$ cat src/rtl/dtq_pkg.sv
// Package: shared types, command and status codes for the deadline timer queue.
package dtq_pkg;

  localparam logic [1:0] CMD_TICK    = 2'd0;
  localparam logic [1:0] CMD_INSERT  = 2'd1;
  localparam logic [1:0] CMD_DELETE  = 2'd2;
  localparam logic [1:0] CMD_SERVICE = 2'd3;

  localparam logic [2:0] ST_TICKED   = 3'd0;
  localparam logic [2:0] ST_INSERTED = 3'd1;
  localparam logic [2:0] ST_FULL     = 3'd2;
  localparam logic [2:0] ST_DELETED  = 3'd3;
  localparam logic [2:0] ST_NOTFOUND = 3'd4;
  localparam logic [2:0] ST_EXPIRED  = 3'd5;
  localparam logic [2:0] ST_NONE     = 3'd6;

  localparam int MaxResults = 16;

  typedef struct packed {
    logic [1:0]  cmd;
    logic [31:0] amount;
    logic [7:0]  handle;
  } req_t;

  typedef struct packed {
    logic [2:0] status;
    logic [7:0] out_handle;
    logic       work_pending;
    logic       last;
  } rsp_t;

  typedef struct packed {
    logic       load_in;
    logic       adv_clock;
    logic       scan_start;
    logic       insert;
    logic       delete_hit;
    logic       flag_tick;
    logic       flag_service;
    logic       emit_clear;
    logic       out_load;
    logic [2:0] out_status;
    logic       out_last;
  } ctl_t;

  typedef struct packed {
    logic       scan_done;
    logic       found;
    logic       full;
    logic       cnt_zero;
    logic       emit_last;
    logic       out_free;
  } sts_t;

endpackage

$ cat src/rtl/dtq_ram.sv
// Generic single-write, single-read RAM with registered read data.
module dtq_ram #(
  parameter int WIDTH = 8,
  parameter int DEPTH = 16
) (
  input  logic                     clk,
  input  logic                     we,
  input  logic [$clog2(DEPTH)-1:0] waddr,
  input  logic [WIDTH-1:0]         wdata,
  input  logic [$clog2(DEPTH)-1:0] raddr,
  output logic [WIDTH-1:0]         rdata
);

  logic [WIDTH-1:0] mem [DEPTH];

  always_ff @(posedge clk) begin
    if (we) begin
      mem[waddr] <= wdata;
    end
    rdata <= mem[raddr];
  end

endmodule

$ cat src/rtl/dtq_datapath.sv
// Datapath: clock, slot stores, sequential slot scan and result register.
module dtq_datapath #(
  parameter int CAPACITY    = 16,
  parameter int HANDLE_BITS = 8
) (
  input  logic          clk,
  input  logic          rst,
  input  dtq_pkg::req_t req,
  input  logic          rsp_stall,
  output logic          rsp_valid,
  output dtq_pkg::rsp_t rsp,
  input  dtq_pkg::ctl_t ctl,
  output dtq_pkg::sts_t sts
);

  localparam int IW = $clog2(CAPACITY);
  localparam int CW = $clog2(CAPACITY + 1);
  localparam int EW = $clog2(dtq_pkg::MaxResults + 1);
  localparam logic [IW-1:0] LastIdx = IW'(CAPACITY - 1);

  logic [63:0]            now;
  logic [CAPACITY-1:0]    valid;
  logic                   flag;
  logic [31:0]            amount;
  logic [HANDLE_BITS-1:0] hnd;

  logic [IW-1:0]          sc_idx;
  logic                   sc_act;
  logic                   d_v;
  logic [IW-1:0]          pidx;

  logic [CW-1:0]          cnt;
  logic                   found;
  logic [IW-1:0]          fidx;
  logic                   bfound;
  logic [63:0]            bdl;
  logic [IW-1:0]          bidx;
  logic [HANDLE_BITS-1:0] bhd;

  logic [EW-1:0]          total;
  logic [EW-1:0]          emitted;

  logic [63:0]            rd_dl;
  logic [HANDLE_BITS-1:0] rd_hd;
  logic [IW-1:0]          free_idx;
  logic                   full;
  logic                   hit_exp;
  logic                   hit_match;
  logic                   flag_next;
  logic                   ins_we;

  always_comb begin
    free_idx = '0;
    for (int i = CAPACITY - 1; i >= 0; i--) begin
      if (!valid[i]) begin
        free_idx = IW'(i);
      end
    end
  end

  assign full   = &valid;
  assign ins_we = ctl.insert && !full;

  dtq_ram #(.WIDTH(64), .DEPTH(CAPACITY)) u_dl_ram (
    .clk   (clk),
    .we    (ins_we),
    .waddr (free_idx),
    .wdata (now + 64'(amount)),
    .raddr (sc_idx),
    .rdata (rd_dl)
  );

  dtq_ram #(.WIDTH(HANDLE_BITS), .DEPTH(CAPACITY)) u_hd_ram (
    .clk   (clk),
    .we    (ins_we),
    .waddr (free_idx),
    .wdata (hnd),
    .raddr (sc_idx),
    .rdata (rd_hd)
  );

  assign hit_exp   = d_v && valid[pidx] && (rd_dl < now);
  assign hit_match = d_v && valid[pidx] && (rd_hd == hnd);

  always_comb begin
    flag_next = flag;
    if (ctl.flag_tick && cnt != '0) begin
      flag_next = 1'b1;
    end
    if (ctl.flag_service) begin
      flag_next = 32'(cnt) > dtq_pkg::MaxResults;
    end
  end

  always_ff @(posedge clk) begin
    if (ctl.load_in) begin
      amount <= req.amount;
      hnd    <= HANDLE_BITS'(req.handle);
    end
    if (ctl.scan_start) begin
      sc_idx <= '0;
    end else if (sc_act) begin
      sc_idx <= sc_idx + 1'b1;
    end
    pidx <= sc_idx;
    if (ctl.scan_start) begin
      cnt    <= '0;
      found  <= 1'b0;
      bfound <= 1'b0;
    end else begin
      if (hit_exp) begin
        cnt <= cnt + 1'b1;
      end
      if (hit_match && !found) begin
        found <= 1'b1;
        fidx  <= pidx;
      end
      if (hit_exp && (!bfound || rd_dl < bdl)) begin
        bfound <= 1'b1;
        bdl    <= rd_dl;
        bidx   <= pidx;
        bhd    <= rd_hd;
      end
    end
    if (ctl.flag_service) begin
      total   <= (32'(cnt) > dtq_pkg::MaxResults) ? EW'(dtq_pkg::MaxResults) : EW'(cnt);
      emitted <= '0;
    end else if (ctl.emit_clear) begin
      emitted <= emitted + 1'b1;
    end
    if (ctl.out_load) begin
      rsp.status       <= ctl.out_status;
      rsp.out_handle   <= (ctl.out_status == dtq_pkg::ST_EXPIRED) ? 8'(bhd) : 8'd0;
      rsp.work_pending <= flag_next;
      rsp.last         <= ctl.out_last;
    end
    if (rst) begin
      now       <= '0;
      valid     <= '0;
      flag      <= 1'b0;
      sc_act    <= 1'b0;
      d_v       <= 1'b0;
      rsp_valid <= 1'b0;
    end else begin
      if (ctl.adv_clock) begin
        now <= now + 64'(amount);
      end
      if (ins_we) begin
        valid[free_idx] <= 1'b1;
      end
      if (ctl.delete_hit && found) begin
        valid[fidx] <= 1'b0;
      end
      if (ctl.emit_clear) begin
        valid[bidx] <= 1'b0;
      end
      flag <= flag_next;
      if (ctl.scan_start) begin
        sc_act <= 1'b1;
      end else if (sc_act && sc_idx == LastIdx) begin
        sc_act <= 1'b0;
      end
      d_v <= sc_act && !ctl.scan_start;
      if (ctl.out_load) begin
        rsp_valid <= 1'b1;
      end else if (!rsp_stall) begin
        rsp_valid <= 1'b0;
      end
    end
  end

  assign sts.scan_done = d_v && pidx == LastIdx;
  assign sts.found     = found;
  assign sts.full      = full;
  assign sts.cnt_zero  = cnt == '0;
  assign sts.emit_last = (emitted + 1'b1) == total;
  assign sts.out_free  = !rsp_valid || !rsp_stall;

endmodule

$ cat src/rtl/dtq_ctrl.sv
// Controller: sequences tick, insert, delete and service transactions.
module dtq_ctrl (
  input  logic          clk,
  input  logic          rst,
  input  logic          req_valid,
  output logic          req_stall,
  input  dtq_pkg::req_t req,
  input  dtq_pkg::sts_t sts,
  output dtq_pkg::ctl_t ctl
);

  localparam logic [3:0] S_IDLE      = 4'd0;
  localparam logic [3:0] S_ADV       = 4'd1;
  localparam logic [3:0] S_TICK_WAIT = 4'd2;
  localparam logic [3:0] S_TICK_OUT  = 4'd3;
  localparam logic [3:0] S_INS       = 4'd4;
  localparam logic [3:0] S_DEL_WAIT  = 4'd5;
  localparam logic [3:0] S_DEL_OUT   = 4'd6;
  localparam logic [3:0] S_CNT_WAIT  = 4'd7;
  localparam logic [3:0] S_DECIDE    = 4'd8;
  localparam logic [3:0] S_NONE      = 4'd9;
  localparam logic [3:0] S_EMIT_WAIT = 4'd10;
  localparam logic [3:0] S_EMIT      = 4'd11;

  logic [3:0] state;
  logic [3:0] state_next;

  assign req_stall = state != S_IDLE;

  always_comb begin
    ctl        = '0;
    state_next = state;
    case (state)
      S_IDLE: begin
        if (req_valid) begin
          ctl.load_in = 1'b1;
          case (req.cmd)
            dtq_pkg::CMD_TICK:   state_next = S_ADV;
            dtq_pkg::CMD_INSERT: state_next = S_INS;
            dtq_pkg::CMD_DELETE: begin
              ctl.scan_start = 1'b1;
              state_next     = S_DEL_WAIT;
            end
            default: begin
              ctl.scan_start = 1'b1;
              state_next     = S_CNT_WAIT;
            end
          endcase
        end
      end
      S_ADV: begin
        ctl.adv_clock  = 1'b1;
        ctl.scan_start = 1'b1;
        state_next     = S_TICK_WAIT;
      end
      S_TICK_WAIT: if (sts.scan_done) state_next = S_TICK_OUT;
      S_TICK_OUT: begin
        if (sts.out_free) begin
          ctl.flag_tick  = 1'b1;
          ctl.out_load   = 1'b1;
          ctl.out_status = dtq_pkg::ST_TICKED;
          ctl.out_last   = 1'b1;
          state_next     = S_IDLE;
        end
      end
      S_INS: begin
        if (sts.out_free) begin
          ctl.insert     = 1'b1;
          ctl.out_load   = 1'b1;
          ctl.out_status = sts.full ? dtq_pkg::ST_FULL : dtq_pkg::ST_INSERTED;
          ctl.out_last   = 1'b1;
          state_next     = S_IDLE;
        end
      end
      S_DEL_WAIT: if (sts.scan_done) state_next = S_DEL_OUT;
      S_DEL_OUT: begin
        if (sts.out_free) begin
          ctl.delete_hit = 1'b1;
          ctl.out_load   = 1'b1;
          ctl.out_status = sts.found ? dtq_pkg::ST_DELETED : dtq_pkg::ST_NOTFOUND;
          ctl.out_last   = 1'b1;
          state_next     = S_IDLE;
        end
      end
      S_CNT_WAIT: if (sts.scan_done) state_next = S_DECIDE;
      S_DECIDE: begin
        ctl.flag_service = 1'b1;
        if (sts.cnt_zero) begin
          state_next = S_NONE;
        end else begin
          ctl.scan_start = 1'b1;
          state_next     = S_EMIT_WAIT;
        end
      end
      S_NONE: begin
        if (sts.out_free) begin
          ctl.out_load   = 1'b1;
          ctl.out_status = dtq_pkg::ST_NONE;
          ctl.out_last   = 1'b1;
          state_next     = S_IDLE;
        end
      end
      S_EMIT_WAIT: if (sts.scan_done) state_next = S_EMIT;
      S_EMIT: begin
        if (sts.out_free) begin
          ctl.emit_clear = 1'b1;
          ctl.out_load   = 1'b1;
          ctl.out_status = dtq_pkg::ST_EXPIRED;
          ctl.out_last   = sts.emit_last;
          if (sts.emit_last) begin
            state_next = S_IDLE;
          end else begin
            ctl.scan_start = 1'b1;
            state_next     = S_EMIT_WAIT;
          end
        end
      end
      default: state_next = S_IDLE;
    endcase
  end

  always_ff @(posedge clk) begin
    if (rst) begin
      state <= S_IDLE;
    end else begin
      state <= state_next;
    end
  end

endmodule

$ cat src/rtl/deadline_timer_queue_core.sv
// Top level: deadline timer queue, controller plus datapath.
//
//  channel | valid     | stall     | payload
//  request | req_valid | req_stall | req (cmd, amount, handle)
//  result  | rsp_valid | rsp_stall | rsp (status, out_handle, work_pending, last)
//
// Insert needs no scan. Delete scans one slot per cycle through the
// deadline/handle RAM read port. Tick advances the clock first, then scans.
// Service runs a counting scan, then one scan per expired entry (at most MaxResults),
// or gives a none result when none expired. A stalled result delays the transaction.
// Synchronous reset empties the store and clears clock and flag at once.
// A request is taken only when idle; a stalled result holds further results.
module deadline_timer_queue_core #(
  parameter int CAPACITY    = 16,
  parameter int HANDLE_BITS = 8
) (
  input  logic          clk,
  input  logic          rst,
  input  logic          req_valid,
  output logic          req_stall,
  input  dtq_pkg::req_t req,
  output logic          rsp_valid,
  input  logic          rsp_stall,
  output dtq_pkg::rsp_t rsp
);

  dtq_pkg::ctl_t ctl;
  dtq_pkg::sts_t sts;

  dtq_ctrl u_ctrl (
    .clk       (clk),
    .rst       (rst),
    .req_valid (req_valid),
    .req_stall (req_stall),
    .req       (req),
    .sts       (sts),
    .ctl       (ctl)
  );

  dtq_datapath #(.CAPACITY(CAPACITY), .HANDLE_BITS(HANDLE_BITS)) u_dp (
    .clk       (clk),
    .rst       (rst),
    .req       (req),
    .rsp_stall (rsp_stall),
    .rsp_valid (rsp_valid),
    .rsp       (rsp),
    .ctl       (ctl),
    .sts       (sts)
  );

endmodule
$ cat config.mk
export PLATFORM = sky130hd
export DESIGN_NAME = deadline_timer_queue_core
export DESIGN_NICKNAME = d
export VERILOG_FILES = /design/src/rtl/dtq_pkg.sv /design/src/rtl/dtq_ram.sv /design/src/rtl/dtq_datapath.sv /design/src/rtl/dtq_ctrl.sv /design/src/rtl/deadline_timer_queue_core.sv
export SDC_FILE = /design/constraint.sdc
export NUM_CORES = 2
export LEC_CHECK = 0
export BUFFER_PORTS_ARGS = -buffer_cell sky130_fd_sc_hd__buf_4
export CAP_MARGIN = 20
export CORE_MARGIN = 5
export CORE_UTILIZATION = 45
export CTS_CLUSTER_SIZE = 28
export DETAILED_ROUTE_END_ITERATION = 10
export SLEW_MARGIN = 20
export SYNTH_ARGS = -nofsm -noshare
export SYNTH_HDL_FRONTEND = slang
export SYNTH_SLANG_ARGS = --single-unit
$ cat constraint.sdc
create_clock -name clk -period 15.1 [get_ports clk]
set_clock_uncertainty 0.15 [all_clocks]
set_input_delay 1.51 -clock clk [delete_from_list [all_inputs] [get_ports clk]]
set_output_delay 1.51 -clock clk [all_outputs]
set_load 0.03 [all_outputs]
Yosys cells after proc, flatten, opt, wreduce, memory -nomap -nowiden --
Memories as Yosys holds them, arrays and structs flattened. A register that Yosys moved wholly into a read port is not among the register bits. Index checks and enable logic that the tools add are counted. Widths: inputs -> output; s select.
Storage, ports and cells: logic and storage cells 177, input bits 46, bits in writable memories 1152, memories 2, output and inout bits 15, flip-flop bits (word level) 246
Memories:
- u_dp.u_dl_ram.mem | depth 16, width 64, rd ports 1, clocked after Yosys merged registers in 1, wr ports 1, RTL line dtq_ram.sv:14 | logic [WIDTH-1:0] mem [DEPTH];
- u_dp.u_hd_ram.mem | depth 16, width 8, rd ports 1, clocked after Yosys merged registers in 1, wr ports 1, RTL line dtq_ram.sv:14
Operators by class: muxes and demuxes 71, bitwise operators 6, order comparisons 10, eq/ne operators 26, reduce and logical (&&, ||, !) cells 34, add/sub/neg operators 4
Operators with widths (number):
- $lt 64x64->1 | 2
- $mux 4 | 24
- $mux 16 | 5
- $add 64x32->64 | 1
- $pmux 4 s9 | 1
- $and 16x16->16 | 2
- $not 16->16 | 2
- $mux 1 | 26
- $pmux 5 s5 | 1
- $eq 4x4->1 const B | 6
- $lt 4x5->1 const B | 4
- $mux 5 | 4
- $eq 4x3->1 const B | 4
- $or 16x16->16 | 1
- $reduce_and 16->1 | 1
- $logic_and 1x1->1 | 14
- $demux 1 s4 | 3
- $ge 4x1->1 const B | 3
- $ne 2x2->1 const B | 6
- $add 5x1->5 const B | 2
- $pmux 3 s3 | 1
- $eq 4x2->1 const B | 2
- $eq 8x8->1 | 1
- $reduce_and 7->1 | 1
- other kinds (25) | 34

Longest topological paths before layout --
word-level depth 28, gate-level depth with buffers 12

Hierarchy --
Synthesis repeated with hierarchy kept, for this count alone.
Unflattened totals: cell total of the unflattened synthesis 3457, area, all modules 59985.0 um2
Modules (own cells, without submodules):
- dtq_ram at u_dp.u_dl_ram | area each 39581.7 um2, instances 1, cells an instance 1647
- dtq_datapath | area each 14685.3 um2, instances 1, cells an instance 1496
- dtq_ram at u_dp.u_hd_ram | area each 5147.4 um2, instances 1, cells an instance 229
- dtq_ctrl | area each 570.5 um2, instances 1, cells an instance 85

Worst setup path after synthesis --
OpenSTA, ideal clock, no wires.
path kind input to register, from input port rsp_stall, to memory u_dp.u_dl_ram.mem[14][0] (enable), slack 6934 ps, arrival time 7423 ps, stages on the path 5, data required time 14357 ps, path buffers 0, cells stage by stage nand2_1 nand3_1 nor3_1 nand3_1 nor3_1
Between the ends: cells in the longest elaborated chain, start to end 7
RTL lines:
- start, declared | RTL line deadline_timer_queue_core.sv:23 | input logic rsp_stall,
- $logic_not 1->1
- $logic_or 1x1->1 | RTL line dtq_datapath.sv:177 | assign sts.out_free = !rsp_valid || !rsp_stall;
- $mux 1 | RTL line dtq_ctrl.sv:67 | if (sts.out_free) begin
- $mux 1 | RTL line dtq_ctrl.sv:33 | case (state)
- $logic_and 1x1->1 | RTL line dtq_datapath.sv:62 | assign ins_we = ctl.insert && !full;
- $mux 1 | RTL line dtq_ram.sv:17 | if (we) begin
- $mux 1 (not written as such) | RTL line dtq_ram.sv:18 | mem[waddr] <= wdata;
- end, declared | RTL line dtq_ram.sv:14
No other way between the ends.

Worst setup path in the final report --
from register u_dp.now[49], to register u_dp.bdl[9] (enable)
Between the ends: cells in the longest elaborated chain, start to end 4
RTL lines:
- start, declared | RTL line dtq_datapath.sv:21 | logic [63:0] now;
- start signal, assigned | RTL line dtq_datapath.sv:146 | now <= now + 64'(amount);
- $lt 64x64->1 | RTL line dtq_datapath.sv:82 | assign hit_exp = d_v && valid[pidx] && (rd_dl < now);
- $logic_and 1x1->1 | RTL line dtq_datapath.sv:82
- $logic_and 1x1->1 | RTL line dtq_datapath.sv:118 | if (hit_exp && (!bfound || rd_dl < bdl)) begin
- $reduce_and 2->1 (no source line)
- end signal, assigned | RTL line dtq_datapath.sv:120 | bdl <= rd_dl;
- end, declared | RTL line dtq_datapath.sv:36 | logic [63:0] bdl;
No other way between the ends. A chain may end at the register's enable or synchronous reset.

==> parameters.txt <==
Parameter                              Value

Global routing
  Total Routing Usage GR ... 20.70%
  Gr ovfl total ... 0
  Grt met1 use ... 27.88%
  Global routing usage on met2 ... 34.86%
  Antenna violations before repair ... 4
  Vias in the first global route ... 32400
  Wire length of the first global-routing pass ... 214600 um
  Global-route track usage on met3 ... 2.985%
  Pin count of the biggest net entering global routing ... 116
  Busiest metal layer after global routing ... met2

Route
  Average routed wire per standard cell ... 27.39 um
  Number of nets with antenna violations after routing ... 0
  Routed wire length ... 145400 um
  First-pass iteration count of the detailed router ... 6
  Number of remaining DRC errors ... 0
  Drt via density ... 5.863
  Number of DRC markers after the initial detailed-route iteration ... 2681
  Number of vias after detailed routing ... 31121

Critical path
  CP max-delay cell ... sky130_fd_sc_hd__a2111oi_0
  Critical path buffers and inverters ... 2
  Number of cells on the worst reg-to-reg path ... 11
  Worst reg2reg setup slack ... 9950 ps
  Capturing point of the worst reg2reg path ... u_dp.bdl[9]
  Crit path launch ... u_dp.now[49]
  Kind of cell adding the most delay to the critical path ... compound AO/OA/AOI/OAI gates
  Worst Setup Path Type ... reg -> reg
  Launching element type of the critical path ... register
  Crit-path cells ... inv_1, ha_1, a21o_1, a21oi_1, o21ai_0, a2111oi_0, o32ai_1, or2_1, nor4_1, o211a_4, buf_4
  Slowest stage delay, CP ... 890 ps
  Worst R2R Start ... u_dp.now[49]
  Critical path capture point type ... register
  Worst Path Arrival ... 5380 ps
  Worst-path fanout max ... 48
  Required arrival time at the worst endpoint ... 15330 ps

Finish
  Area added between synthesis and finish ... 13.77%
  Area used by sequential logic in the layout ... 42360 sq um
  Area taken by multi-input logic gates ... 16700 sq um
  End-of-flow core utilization ... 51.57%
  Fillcell total ... 10408
  Final #Nets ... 3632
  Fraction of layout instances using a drive strength above 1 ... 23.35%
  Finished Cell Area ... 67880 sq um

Yosys
  Cell accounting for the most synthesized area ... sky130_fd_sc_hd__edfxtp_1
  Share of the synthesized area in the top cell type ... 64.92%
  Synth Register Bits ... 1470
  Number of standard cells after synthesis ... 3278
  Top cells by area, synth ... sky130_fd_sc_hd__edfxtp_1 65%, sky130_fd_sc_hd__mux4_2 14%, sky130_fd_sc_hd__dfxtp_1 6.0%
  Post-Synthesis Net Count ... 3487
  Count of flip-flops with a built-in enable after synthesis ... 1290
  Post-synth top flop ... sky130_fd_sc_hd__edfxtp_1
  Async SR Flop Fraction ... 0%
  Most repeated cell in the gate-level netlist after synthesis ... sky130_fd_sc_hd__edfxtp_1
  Unique masters post-synth ... 79
  Ranking of synthesized cells by instance count ... 1290 x sky130_fd_sc_hd__edfxtp_1, 364 x sky130_fd_sc_hd__mux4_2, 180 x sky130_fd_sc_hd__dfxtp_1
  Share of the yosys chip area belonging to registers ... 70.96%
  Average size of a mapped cell ... 18.20 sq um
  Netlist Area Pre-Place ... 59660 sq um
  Synthesis Warnings ... 0

Status
  Result of the run ... finished, final reports clean

Clocking
  TritonCTS Sinks ... 1470
  Number of setup buffers added after CTS ... 0
  Number of buffers inserted for hold repair after clock tree synthesis ... 0
  Bufs on Longest Clock Path ... 3
  Clock latency of the later-clocked register in the worst-skew pair ... 770 ps
  Cell at the root of the clock tree ... sky130_fd_sc_hd__clkbuf_16
  Clock-pin transition on the worst setup and hold timing paths ... 60 ps
  TritonCTS clock tree ... yes
  Resized cells post-CTS ... 0
  Number of clock buffers inserted by TritonCTS ... 151
  H-tree level count ... 4

Place
  IO Port Bufs ... 60
  Placed wire-length estimate after detailed placement ... 87450 um
  Routability congestion estimate ... 0.8607
  Instance area at placement ... 62500 sq um

Power
  Worst voltage drop across the vdd grid ... 0.1087 mV
  Power per standard cell area ... 182.4 nW/um^2
  Power share of the clock group ... 30.5%
  Logic gate share of total power ... 24.8%
  Internal power ... 8.706 mW
  Static Leakage ... 22.40 nW
  Flop pwr share ... 44.7%
  Switching Power ... 3.678 mW
  Switching share of power ... 29.70%

Min path
  Depth of the worst hold-timing path ... 0
  Launch instance of the worst min-delay path ... u_dp.sc_idx[2]
  Class of the tightest hold or removal check ... reg -> reg
  Hold Path Sink ... u_dp.pidx[2]

Floorplanning
  Horizontal extent of the die ... 374.1 um
  Initial cell density of the core ... 45.33%
  Die H ... 374.1 um
  Die area ... 140000 sq um
  Cell row count ... 133
  Core area ... 131600 sq um
  Number of I/O pins ... 61

Flow run
  MaxCap Viol Count ... 0

Timing
  Worst slew pin tran ... 1173 ps
  Achievable frequency ... 194.1 MHz
  Number of failing setup endpoints in the final timing report ... 0
  Setup TNS ... 0 ps
  Pins over their slew limit ... 0
  Share of the clock period used by the worst path after layout ... 34.12%
  Setup repair after global routing missed its margin ... no
  Max-slew headroom at the worst pin ... 21.80%
  Min Clock Period, post-route ... 5152 ps
  Final hold vios ... 0
  Final worst hold slack ... 261.2 ps
==> logic make-up (layout without fill, tap and decap cells) <==
group | Yosys count | count (layout) | synth area share, %
flops | 1470 | 1470 | 70.96
simple gates | 510 | 510 | 4.244
compound gates | 395 | 395 | 4.408
mux | 371 | 371 | 13.86
buf+inv | 283 | 556 | 1.827
fa+ha+maj | 163 | 163 | 3.431
xor+xnor | 86 | 86 | 1.262
other cells | 0 | 2 | 0
==> per-layer routing <==
layer  routed length, um  up-vias
li1                    -    13510
met1               60170    16405
met2               73340      961
met3                7551      245
met4                4339        0
met5                   0        -
==> worst max-delay path by stage <==
stage	cells past startpoint	to	slack (ps)
finish	11	u_dp.bdl[9]	9950
global route	6	u_dp.u_dl_ram.rdata[14]	9430
CTS	11	u_dp.u_dl_ram.mem[11][54]	9790
detailed placement	7	u_dp.u_dl_ram.mem[12][13]	9480
global placement	7	u_dp.u_dl_ram.mem[12][13]	9560
floorplan	5	u_dp.u_dl_ram.mem[14][0]	6930
==> final cells by class <==
cell class	instances	area share, %
repair buffers	130	1.493
multi-input cells	1525	24.60
clock inverters	73	1.158
well taps	1755	3.235
flip-flops and latches	1470	62.40
inverters	145	0.8018
clock buffers	208	6.304
diodes	2	0.007373
==> layout by cell type, fill, tap and decap left out, drive strengths merged, types with 17 or more instances in the layout <==
cell type  synthesis  final
clkbuf           100    209
nand4             47     47
edfxtp          1290   1290
o21a              20     20
nand2            128    128
and2              17     17
ha               162    162
nor3              37     37
a21o              45     45
nor2             124    124
dfxtp            180    180
a21oi            140    140
nand3             48     48
o21ai             54     54
xnor2             70     70
inv              145    155
clkinv             0     41
buf               38    129
mux4             364    364
==> through the flow <==
| stage | power (mW) | setup WS, ps | cells |
|---|---|---|---|
| floorplan | 7.576 | 6934 | 3278 |
| global placement | 8.564 | 9559 | 5020 |
| detailed placement | 8.676 | 9480 | 5023 |
| CTS | 12.47 | 9790 | 5304 |
| global route | 12.95 | 9427 | 5306 |
| finish | 12.38 | 9948 | 5308 |
==> power by group through the flow <==
stage               Combinational [mW]  Sequential, mW  Clock (mW)
global route                      3.35            5.57        4.03
global placement                  2.95            5.61           0
CTS                               3.06            5.55        3.85
finish                            3.08            5.53        3.77
floorplan                         2.15            5.43           0
detailed placement                3.05            5.63           0
==> flip-flops by register name, indices dropped and copies added (netlist names), 5 cells and up <==
name	count
u_dp.valid	16
u_dp.now	64
u_dp.amount	32
u_dp.u_hd_ram.mem	128
u_dp.bdl	64
u_dp.hnd	8
u_dp.total	5
u_dp.u_hd_ram.rdata	8
u_dp.u_dl_ram.mem	1024
u_dp.rsp	13
u_dp.cnt	5
u_dp.emitted	5
u_dp.u_dl_ram.rdata	64
u_dp.bhd	8
(Power assumes the default switching activity.)
